===== config.mk =====
export PLATFORM = sky130hd
export DESIGN_NAME = acsi_disk_command_unit
export DESIGN_NICKNAME = d
export VERILOG_FILES = /design/src/hw/rtl/acsi_pkg.sv /design/src/hw/rtl/acsi_disk_command_unit.sv /design/src/hw/rtl/acsi_queue.sv /design/src/hw/rtl/acsi_front.sv /design/src/hw/rtl/acsi_back.sv
export SDC_FILE = /design/constraint.sdc
export NUM_CORES = 1
export LEC_CHECK = 0
export ABC_CLOCK_PERIOD_IN_PS = 4200
export BUFFER_PORTS_ARGS = -buffer_cell sky130_fd_sc_hd__buf_2
export CAP_MARGIN = 30
export CELL_PAD_IN_SITES_DETAIL_PLACEMENT = 1
export CELL_PAD_IN_SITES_GLOBAL_PLACEMENT = 2
export CORE_MARGIN = 8
export CORE_UTILIZATION = 25
export CTS_BUF_LIST = sky130_fd_sc_hd__clkbuf_8
export DETAILED_ROUTE_END_ITERATION = 16
export PLACE_DENSITY_LB_ADDON = 0.05
export SKIP_CTS_REPAIR_TIMING = 1
export SYNTH_ARGS = -nofsm -noshare
export SYNTH_HDL_FRONTEND = slang
export SYNTH_SLANG_ARGS = --single-unit

===== constraint.sdc =====
create_clock -name clk -period 4.2 [get_ports clk]
set_input_delay 0.84 -clock clk [delete_from_list [all_inputs] [get_ports clk]]
set_output_delay 0.84 -clock clk [all_outputs]
set_load 0.05 [all_outputs]

===== src/hw/rtl/acsi_pkg.sv =====
// Shared types, constants and the opcode decoder of the ACSI disk command unit.
// Used by every module under hw/rtl except acsi_queue; depends on nothing.
package acsi_pkg;

    // Queue depth between the parts and on the result side
    localparam int unsigned ACSI_QUEUE_DEPTH = 2;

    // Configuration register indexes
    localparam logic [1:0] CFG_DEVICE_ID     = 2'd0;
    localparam logic [1:0] CFG_DRIVE_PRESENT = 2'd1;
    localparam logic [1:0] CFG_DISK_SECTORS  = 2'd2;

    localparam int unsigned CFG_DATA_W = 25;

    // Bus constants
    localparam logic [7:0] MODE_STATUS_READ = 8'h8a;
    localparam logic [7:0] FIRST_BYTE_MASK  = 8'h1f;
    localparam logic [7:0] SENSE_BAD_OPCODE = 8'h20;
    localparam logic [7:0] STATUS_GOOD      = 8'h00;
    localparam logic [7:0] STATUS_ERROR     = 8'h02;

    // Byte counter codes
    localparam logic [2:0] CNT_FIRST = 3'd0;
    localparam logic [2:0] CNT_LAST  = 3'd5;
    localparam logic [2:0] CNT_READY = 3'd7;

    // Command opcodes
    localparam logic [7:0] OPC_READY   = 8'h00;
    localparam logic [7:0] OPC_SENSE   = 8'h03;
    localparam logic [7:0] OPC_FORMAT  = 8'h04;
    localparam logic [7:0] OPC_READ    = 8'h08;
    localparam logic [7:0] OPC_WRITE   = 8'h0a;
    localparam logic [7:0] OPC_SEEK    = 8'h0b;
    localparam logic [7:0] OPC_INQUIRY = 8'h12;
    localparam logic [7:0] OPC_MODESEL = 8'h15;

    typedef enum logic [3:0] {
        OP_READY   = 4'd0,
        OP_SENSE   = 4'd1,
        OP_FORMAT  = 4'd2,
        OP_READ    = 4'd3,
        OP_WRITE   = 4'd4,
        OP_SEEK    = 4'd5,
        OP_INQUIRY = 4'd6,
        OP_MODESEL = 4'd7,
        OP_INVALID = 4'd8
    } acsi_op_t;

    // One host bus access
    typedef struct packed {
        logic       command;
        logic       line_a1;
        logic [7:0] write_byte;
        logic [7:0] mode_word;
    } acsi_in_t;

    // One result per access
    typedef struct packed {
        logic [7:0]  read_data;
        logic        irq_asserted;
        logic        command_done;
        logic [3:0]  operation;
        logic [23:0] start_sector;
        logic [7:0]  transfer_count;
        logic [7:0]  status_value;
        logic [7:0]  sense_code;
    } acsi_out_t;

    // Classified access passed from front to back
    typedef struct packed {
        logic       is_read;
        logic       status_sel;
        logic       store_en;
        logic       opens;
        logic [7:0] data;
    } acsi_cls_t;

    function automatic acsi_op_t acsi_decode(input logic [7:0] opc);
        acsi_op_t op;
        case (opc)
            OPC_READY:   op = OP_READY;
            OPC_SENSE:   op = OP_SENSE;
            OPC_FORMAT:  op = OP_FORMAT;
            OPC_READ:    op = OP_READ;
            OPC_WRITE:   op = OP_WRITE;
            OPC_SEEK:    op = OP_SEEK;
            OPC_INQUIRY: op = OP_INQUIRY;
            OPC_MODESEL: op = OP_MODESEL;
            default:     op = OP_INVALID;
        endcase
        return op;
    endfunction

endpackage


===== src/hw/rtl/acsi_disk_command_unit.sv =====
// ACSI disk command unit: takes one host bus access per clock cycle unless full, each giving
// one result. An accepted access is classified in the front part, waits in a queue of
// QUEUE_DEPTH entries, and is carried out by the back part, whose result enters the result
// queue; the result becomes visible after passing through both queues. The back part's update
// of byte counter, status and interrupt sets the throughput of one access per cycle while
// neither queue stalls; both queues let either side stall without losing items. Configuration
// writes are always ready. Depends on acsi_pkg, acsi_front, acsi_queue and acsi_back.
module acsi_disk_command_unit
    import acsi_pkg::*;
#(
    parameter int unsigned QUEUE_DEPTH = ACSI_QUEUE_DEPTH
) (
    input  logic                  clk,
    input  logic                  rst_n,
    input  logic                  push,
    output logic                  full,
    input  acsi_in_t              access,
    output logic                  empty,
    input  logic                  pop,
    output acsi_out_t             result,
    input  logic                  cfg_valid,
    output logic                  cfg_ready,
    input  logic [1:0]            cfg_index,
    input  logic [CFG_DATA_W-1:0] cfg_data
);

    localparam int unsigned ClsW = $bits(acsi_cls_t);
    localparam int unsigned OutW = $bits(acsi_out_t);

    logic      cfg_we;
    acsi_cls_t front_cls, back_cls;
    logic      mid_empty, out_full, exec;
    acsi_out_t back_result;

    assign cfg_ready = 1'b1;
    assign cfg_we    = cfg_valid && cfg_ready;

    acsi_front u_front (
        .clk       (clk),
        .rst_n     (rst_n),
        .cfg_we    (cfg_we),
        .cfg_index (cfg_index),
        .cfg_data  (cfg_data),
        .access    (access),
        .cls       (front_cls)
    );

    acsi_queue #(
        .DEPTH (QUEUE_DEPTH),
        .WIDTH (ClsW)
    ) u_mid_queue (
        .clk   (clk),
        .rst_n (rst_n),
        .push  (push),
        .wdata (front_cls),
        .full  (full),
        .pop   (exec),
        .rdata (back_cls),
        .empty (mid_empty)
    );

    // Advance the back part when an item waits and the result has room
    assign exec = !mid_empty && !out_full;

    acsi_back u_back (
        .clk       (clk),
        .rst_n     (rst_n),
        .cfg_we    (cfg_we),
        .cfg_index (cfg_index),
        .cfg_data  (cfg_data),
        .exec      (exec),
        .cls       (back_cls),
        .result    (back_result)
    );

    acsi_queue #(
        .DEPTH (QUEUE_DEPTH),
        .WIDTH (OutW)
    ) u_out_queue (
        .clk   (clk),
        .rst_n (rst_n),
        .push  (exec),
        .wdata (back_result),
        .full  (out_full),
        .pop   (pop),
        .rdata (result),
        .empty (empty)
    );

endmodule


===== src/hw/rtl/acsi_queue.sv =====
// Small first-in first-out queue of flat words, used between front and back
// and on the result side. Depends on nothing but its parameters.
module acsi_queue #(
    parameter int unsigned DEPTH = 2,
    parameter int unsigned WIDTH = 8
) (
    input  logic             clk,
    input  logic             rst_n,
    input  logic             push,
    input  logic [WIDTH-1:0] wdata,
    output logic             full,
    input  logic             pop,
    output logic [WIDTH-1:0] rdata,
    output logic             empty
);

    localparam int unsigned PtrW = (DEPTH > 1) ? $clog2(DEPTH) : 1;
    localparam int unsigned CntW = $clog2(DEPTH + 1);

    logic [WIDTH-1:0] mem [DEPTH];
    logic [PtrW-1:0]  wr_ptr_reg, wr_ptr_next;
    logic [PtrW-1:0]  rd_ptr_reg, rd_ptr_next;
    logic [CntW-1:0]  count_reg, count_next;
    logic             wr_en, rd_en;

    // Qualify the handshakes
    assign full  = (count_reg == CntW'(DEPTH));
    assign empty = (count_reg == '0);
    assign wr_en = push && !full;
    assign rd_en = pop && !empty;
    assign rdata = mem[rd_ptr_reg];

    // Advance pointers and count
    always_comb
    begin
        wr_ptr_next = wr_ptr_reg;
        rd_ptr_next = rd_ptr_reg;
        count_next  = count_reg;
        if (wr_en)
        begin
            wr_ptr_next = (wr_ptr_reg == PtrW'(DEPTH - 1)) ? '0 : wr_ptr_reg + PtrW'(1);
        end
        if (rd_en)
        begin
            rd_ptr_next = (rd_ptr_reg == PtrW'(DEPTH - 1)) ? '0 : rd_ptr_reg + PtrW'(1);
        end
        if (wr_en && !rd_en)
        begin
            count_next = count_reg + CntW'(1);
        end
        else if (rd_en && !wr_en)
        begin
            count_next = count_reg - CntW'(1);
        end
    end

    always_ff @(posedge clk or negedge rst_n)
    begin
        if (!rst_n)
        begin
            wr_ptr_reg <= '0;
            rd_ptr_reg <= '0;
            count_reg  <= '0;
        end
        else
        begin
            wr_ptr_reg <= wr_ptr_next;
            rd_ptr_reg <= rd_ptr_next;
            count_reg  <= count_next;
        end
    end

    // Store the entry
    always_ff @(posedge clk)
    begin
        if (wr_en)
        begin
            mem[wr_ptr_reg] <= wdata;
        end
    end

`ifndef ASSERT_OFF
    a_count_bound: assert property (@(posedge clk) disable iff (!rst_n)
        count_reg <= CntW'(DEPTH))
        else $error("queue count beyond depth");

    a_count_up: assert property (@(posedge clk) disable iff (!rst_n)
        wr_en && !rd_en |=> count_reg == $past(count_reg) + CntW'(1))
        else $error("queue count did not follow a lone write");

    a_count_down: assert property (@(posedge clk) disable iff (!rst_n)
        rd_en && !wr_en |=> count_reg == $past(count_reg) - CntW'(1))
        else $error("queue count did not follow a lone read");
`endif

endmodule


===== src/hw/rtl/acsi_front.sv =====
// Front part: holds the bus id and drive presence and classifies each host access.
// Depends on acsi_pkg.
module acsi_front
    import acsi_pkg::*;
(
    input  logic                  clk,
    input  logic                  rst_n,
    input  logic                  cfg_we,
    input  logic [1:0]            cfg_index,
    input  logic [CFG_DATA_W-1:0] cfg_data,
    input  acsi_in_t              access,
    output acsi_cls_t             cls
);

    logic [2:0] device_id_reg;
    logic       drive_present_reg;

    // Take configuration writes
    always_ff @(posedge clk or negedge rst_n)
    begin
        if (!rst_n)
        begin
            device_id_reg     <= '0;
            drive_present_reg <= 1'b0;
        end
        else if (cfg_we)
        begin
            case (cfg_index)
                CFG_DEVICE_ID:     device_id_reg     <= cfg_data[2:0];
                CFG_DRIVE_PRESENT: drive_present_reg <= cfg_data[0];
                default:           ;
            endcase
        end
    end

    // Classify the access
    always_comb
    begin
        cls.is_read    = access.command;
        cls.status_sel = (access.mode_word == MODE_STATUS_READ);
        cls.store_en   = !access.command && drive_present_reg;
        cls.opens      = !access.line_a1 && (access.write_byte[7:5] == device_id_reg);
        cls.data       = access.write_byte;
    end

endmodule


===== src/hw/rtl/acsi_back.sv =====
// Back part: command byte collection, opcode decode, status, sense and interrupt state.
// Depends on acsi_pkg.
module acsi_back
    import acsi_pkg::*;
(
    input  logic                  clk,
    input  logic                  rst_n,
    input  logic                  cfg_we,
    input  logic [1:0]            cfg_index,
    input  logic [CFG_DATA_W-1:0] cfg_data,
    input  logic                  exec,
    input  acsi_cls_t             cls,
    output acsi_out_t             result
);

    logic [24:0] disk_sectors_reg;
    logic [2:0]  cnt_reg, cnt_next;
    logic [7:0]  cmd_reg [5];
    logic [7:0]  status_reg, status_next;
    logic [7:0]  error_reg, error_next;
    logic        irq_reg, irq_next;

    logic        ready, open_cmd, store, last;
    logic [2:0]  slot;
    logic [7:0]  byte_val;
    logic [23:0] sector;
    logic [7:0]  count;
    logic [24:0] end_sector;
    acsi_op_t    op;

    // Take configuration writes
    always_ff @(posedge clk or negedge rst_n)
    begin
        if (!rst_n)
        begin
            disk_sectors_reg <= '0;
        end
        else if (cfg_we && (cfg_index == CFG_DISK_SECTORS))
        begin
            disk_sectors_reg <= cfg_data;
        end
    end

    // Decode the collected command
    always_comb
    begin
        ready      = (cnt_reg == CNT_READY);
        open_cmd   = cls.store_en && cls.opens && ready;
        slot       = open_cmd ? CNT_FIRST : cnt_reg;
        store      = cls.store_en && (open_cmd || !ready);
        last       = store && (slot == CNT_LAST);
        byte_val   = open_cmd ? (cls.data & FIRST_BYTE_MASK) : cls.data;
        sector     = {cmd_reg[1], cmd_reg[2], cmd_reg[3]};
        count      = cmd_reg[4];
        op         = acsi_decode(cmd_reg[0]);
        end_sector = {1'b0, sector} + {17'd0, count};
    end

    // Work out the next state
    always_comb
    begin
        cnt_next    = cnt_reg;
        status_next = status_reg;
        error_next  = error_reg;
        irq_next    = irq_reg;
        if (cls.is_read)
        begin
            irq_next = 1'b0;
        end
        else if (store)
        begin
            irq_next = 1'b1;
            cnt_next = last ? CNT_READY : slot + 3'd1;
        end
        if (last)
        begin
            status_next = STATUS_GOOD;
            if (op == OP_READ)
            begin
                if ((count != '0) && (end_sector > disk_sectors_reg))
                begin
                    status_next = STATUS_ERROR;
                end
            end
            else if (op == OP_INVALID)
            begin
                status_next = STATUS_ERROR;
                error_next  = SENSE_BAD_OPCODE;
            end
        end
    end

    // Build the result
    always_comb
    begin
        result.read_data      = (cls.is_read && cls.status_sel) ? status_reg : 8'd0;
        result.irq_asserted   = irq_next;
        result.command_done   = last;
        result.operation      = last ? op : OP_READY;
        result.start_sector   = last ? sector : 24'd0;
        result.transfer_count = last ? count : 8'd0;
        result.status_value   = status_next;
        result.sense_code     = error_next;
    end

    always_ff @(posedge clk or negedge rst_n)
    begin
        if (!rst_n)
        begin
            cnt_reg    <= CNT_READY;
            status_reg <= STATUS_GOOD;
            error_reg  <= '0;
            irq_reg    <= 1'b0;
        end
        else if (exec)
        begin
            cnt_reg    <= cnt_next;
            status_reg <= status_next;
            error_reg  <= error_next;
            irq_reg    <= irq_next;
        end
    end

    // Hold command bytes; the sixth byte is never needed
    always_ff @(posedge clk)
    begin
        if (exec && store && !last)
        begin
            cmd_reg[slot] <= byte_val;
        end
    end

`ifndef ASSERT_OFF
    a_cnt_legal: assert property (@(posedge clk) disable iff (!rst_n)
        cnt_reg <= CNT_LAST || cnt_reg == CNT_READY)
        else $error("byte counter left its legal range");

    a_done_ready: assert property (@(posedge clk) disable iff (!rst_n)
        exec && last |=> cnt_reg == CNT_READY)
        else $error("unit not ready after a complete command");

    a_read_clears_irq: assert property (@(posedge clk) disable iff (!rst_n)
        exec && cls.is_read |=> !irq_reg)
        else $error("read did not clear the interrupt");

    a_status_codes: assert property (@(posedge clk) disable iff (!rst_n)
        status_reg == STATUS_GOOD || status_reg == STATUS_ERROR)
        else $error("status holds an unknown code");
`endif

endmodule


==> impl_metrics.ini <==
[global_routing]
grt_overflow_total = 0
grt_max_degree = 48
grt_usage_pct = 11.7
grt_pass1_vias = 7423
grt_pass1_wl_mm = 44.8
antenna_found_initial = 0

[logic_synthesis]
syn_inst = 747
yosysTopAreaCell = edfxtp_1
syn_area_um2 = 10800
syn_nets = 841
synth_enable_flop_cells = 188
ys_seq_area_share_pct = 65.3
synth_area_leaders = edfxtp_1 52%, dfrtp_1 12%, mux2_2 10%
synth_top_area_share_pct = 52.1
synth-warning-count = 0
synth.ff_latch_count = 245
synth_cell_types = 55
ys.flop_type = edfxtp_1
async_flop_share_pct = 23.3
avgSynthCellArea_um2 = 14.5

[critical_path]
r2r_start = u_back.cmd_reg[4][0]$_DFFE_PP_
cpMaxStageDelayCell = or4_4
cp.required_ps = 4630
cp_common_cell = nand4_1
endpoint_kind = flip-flop
arrival_ps = 4310
crit_fanout = 8
cp_cell_sequence = ha_4 -> inv_1 -> fa_2 -> nor2b_1 -> o21ai_1 -> a21oi_2 -> o211a_4 -> nand4_1 -> xnor2_1 -> ha_1 -> nand4_1 -> or4_4 -> a311oi_1 -> o311ai_1 -> buf_4 -> o211ai_1
crit_type = reg2reg
cp-startpoint = u_back.cmd_reg[4][0]$_DFFE_PP_
critPathLaunchType = flip-flop
slowest_delay_ps = 590

[layout]
regArea_um2 = 7080
layout_commonest_cell = edfxtp_1
num-fill-cells = 4640
largest_reg_flops = 124
drive_above_1_share_pct = 33.4
fin_area_um2 = 13200
n_antenna_cell = 0
final_cell_mix = 188 x edfxtp_1, 113 x buf_2, 96 x mux2_2
finalNetCount = 1000
multiInputGateArea_um2 = 3550
syn2layout_area_growth_pct = 21.8

[drt]
dr.pass1.iters = 4
drtIter0Drc = 235
drt-vias-per-instance = 4.21
wirelength_mm = 29.0
drc = 0
ant_nets = 0
route.vias.total = 6435
wire_per_inst_um = 18.9

[floorplan]
ios = 115
die_h_um = 224
rows = 76
die_area_um2 = 50300
floorplan.initialDensity_pct = 25.2
die_x_um = 224
core_region_area_um2 = 43000

[clocking]
cts_sinks = 245
htreeDepth = 2
clkLatencyLatePin_ps = 600
cts_buffers = 46
cts_tree = built
path_clk_slew_ps = 60
clk_path_buf_depth = 3
root_buffer = clkbuf_8

[sta]
max_slew.worst_pin.slew_ps = 858
period_share_pct = 92.4
final-setup-viol-count = 0
finalSetupTns_ps = 0
fin_ws_ps = 321
fin_crit_ps = 3880
slew_violations = 0
fin_worst_skew_ps = 19.3
fmax_mhz = 258
maxSlewHeadroom_pct = 42.8
finalHoldViolations = 0

[run]
cap_violations = 0

[place]
dp_slack_ps = -113
dpl.hpwl_mm = 20.7
placed_cell_area_um2 = 12200
portBuffers = 113
gp_congestion = 0.749

[power]
ir_drop_uv = 423
leakagePower_nw = 5.24
power_mw = 10.9
powerDensity_nw_per_um2 = 824

[hold_path]
hp-class = in2async

[run_status]
outcome = finished, final reports clean
power breakdown:
part	total (mW)	internal [mW]	switching [mW]
Clock	2.38	1.33	1.05
Combinational	4.37	1.24	3.13
Sequential	4.11	3.72	0.389
worst max-delay path, delay by kind of cell, from the launching register on:
family                     cells  cell delay (ps)
AOI/OAI and AO/OA              6             1150
DFF                            1              410
buffers and inverters          2              230
adders and majority gates      3              820
and+or+nand+nor                4              950
xor gates and xnor gates       1              160
layer usage:
metal / wire length, um / up-vias / global-route usage, %
met5: 0 / - / 0
met4: 675 / 0 / 3.67
met3: 1510 / 46 / 3.56
met2: 13700 / 125 / 19.3
met1: 13100 / 3229 / 14.6
li1: - / 3035 / -
cell type report:
class                      count  area share [%]
multi-input combinational    437            26.9
clock inverter                34            1.78
sequential                   245            53.6
timing repair buffer         132            5.49
tap                          585            5.55
inverter                      44            1.25
clock buffer                  52            5.42
synth_stat cells (2+ instances only):
library cell / count
mux2i_1: 8
edfxtp_1: 188
nor3b_1: 2
a31oi_1: 3
nor4_1: 3
nor2_1: 35
nand4_1: 7
nor2b_1: 23
nand2_1: 23
o21ai_0: 15
xor2_1: 14
o311ai_1: 2
a21o_1: 2
and3_1: 7
nand2b_1: 3
buf_4: 2
or3b_2: 2
nor3_1: 14
mux2_2: 96
ha_1: 43
o21ai_2: 2
inv_1: 43
o22a_1: 2
and2_1: 53
dfrtp_1: 54
nand3_1: 11
buf_6: 2
o21a_1: 3
xnor2_1: 21
clkbuf_1: 15
or4_1: 2
a211oi_1: 4
dfstp_2: 3
a21oi_1: 16
and4_1: 4
metrics by stage:
step | hold WS, ps | instances | utilization [%]
after floorplan | 424 | 747 | -
after global placement | 442 | 1441 | 28.4
after detailed placement | 461 | 1442 | 28.4
after CTS | 279 | 1528 | 30.6
after global routing | 307 | 1529 | 30.7
final | 300 | 1529 | 30.7
path summary, 6_finish.rpt:
path / depth (start not counted) / slack (ps) / end
worst min-delay path: 1 / 300 / u_back.disk_sectors_reg[19]$_DFFE_PN0P_
max in group asynchronous: 2 / 3130 / u_back.disk_sectors_reg[0]$_DFFE_PN0P_
min in group clk: 1 / 430 / u_mid_queue.mem[0][4]$_DFFE_PP_
worst min register to register: 1 / 470 / u_back.error_reg[5]$_DFFE_PN0P_
worst max-delay path: 16 / 320 / u_out_queue.mem[0][9]$_DFFE_PP_
worst max register to register: 16 / 320 / u_out_queue.mem[0][9]$_DFFE_PP_
kinds of logic (layout without fill, tap and decap cells):
logic type / Yosys count / count (layout) / share of synthesized area (%)
compound gates: 57 / 57 / 3.48
flops: 245 / 245 / 65.3
other cells: 1 / 1 / 0.0346
buf+inv: 65 / 262 / 2.47
xor+xnor: 35 / 35 / 2.83
mux: 104 / 104 / 10.7
simple gates: 196 / 196 / 10.0
fa+ha+maj: 44 / 44 / 5.15
(Power assumes the default switching activity.)
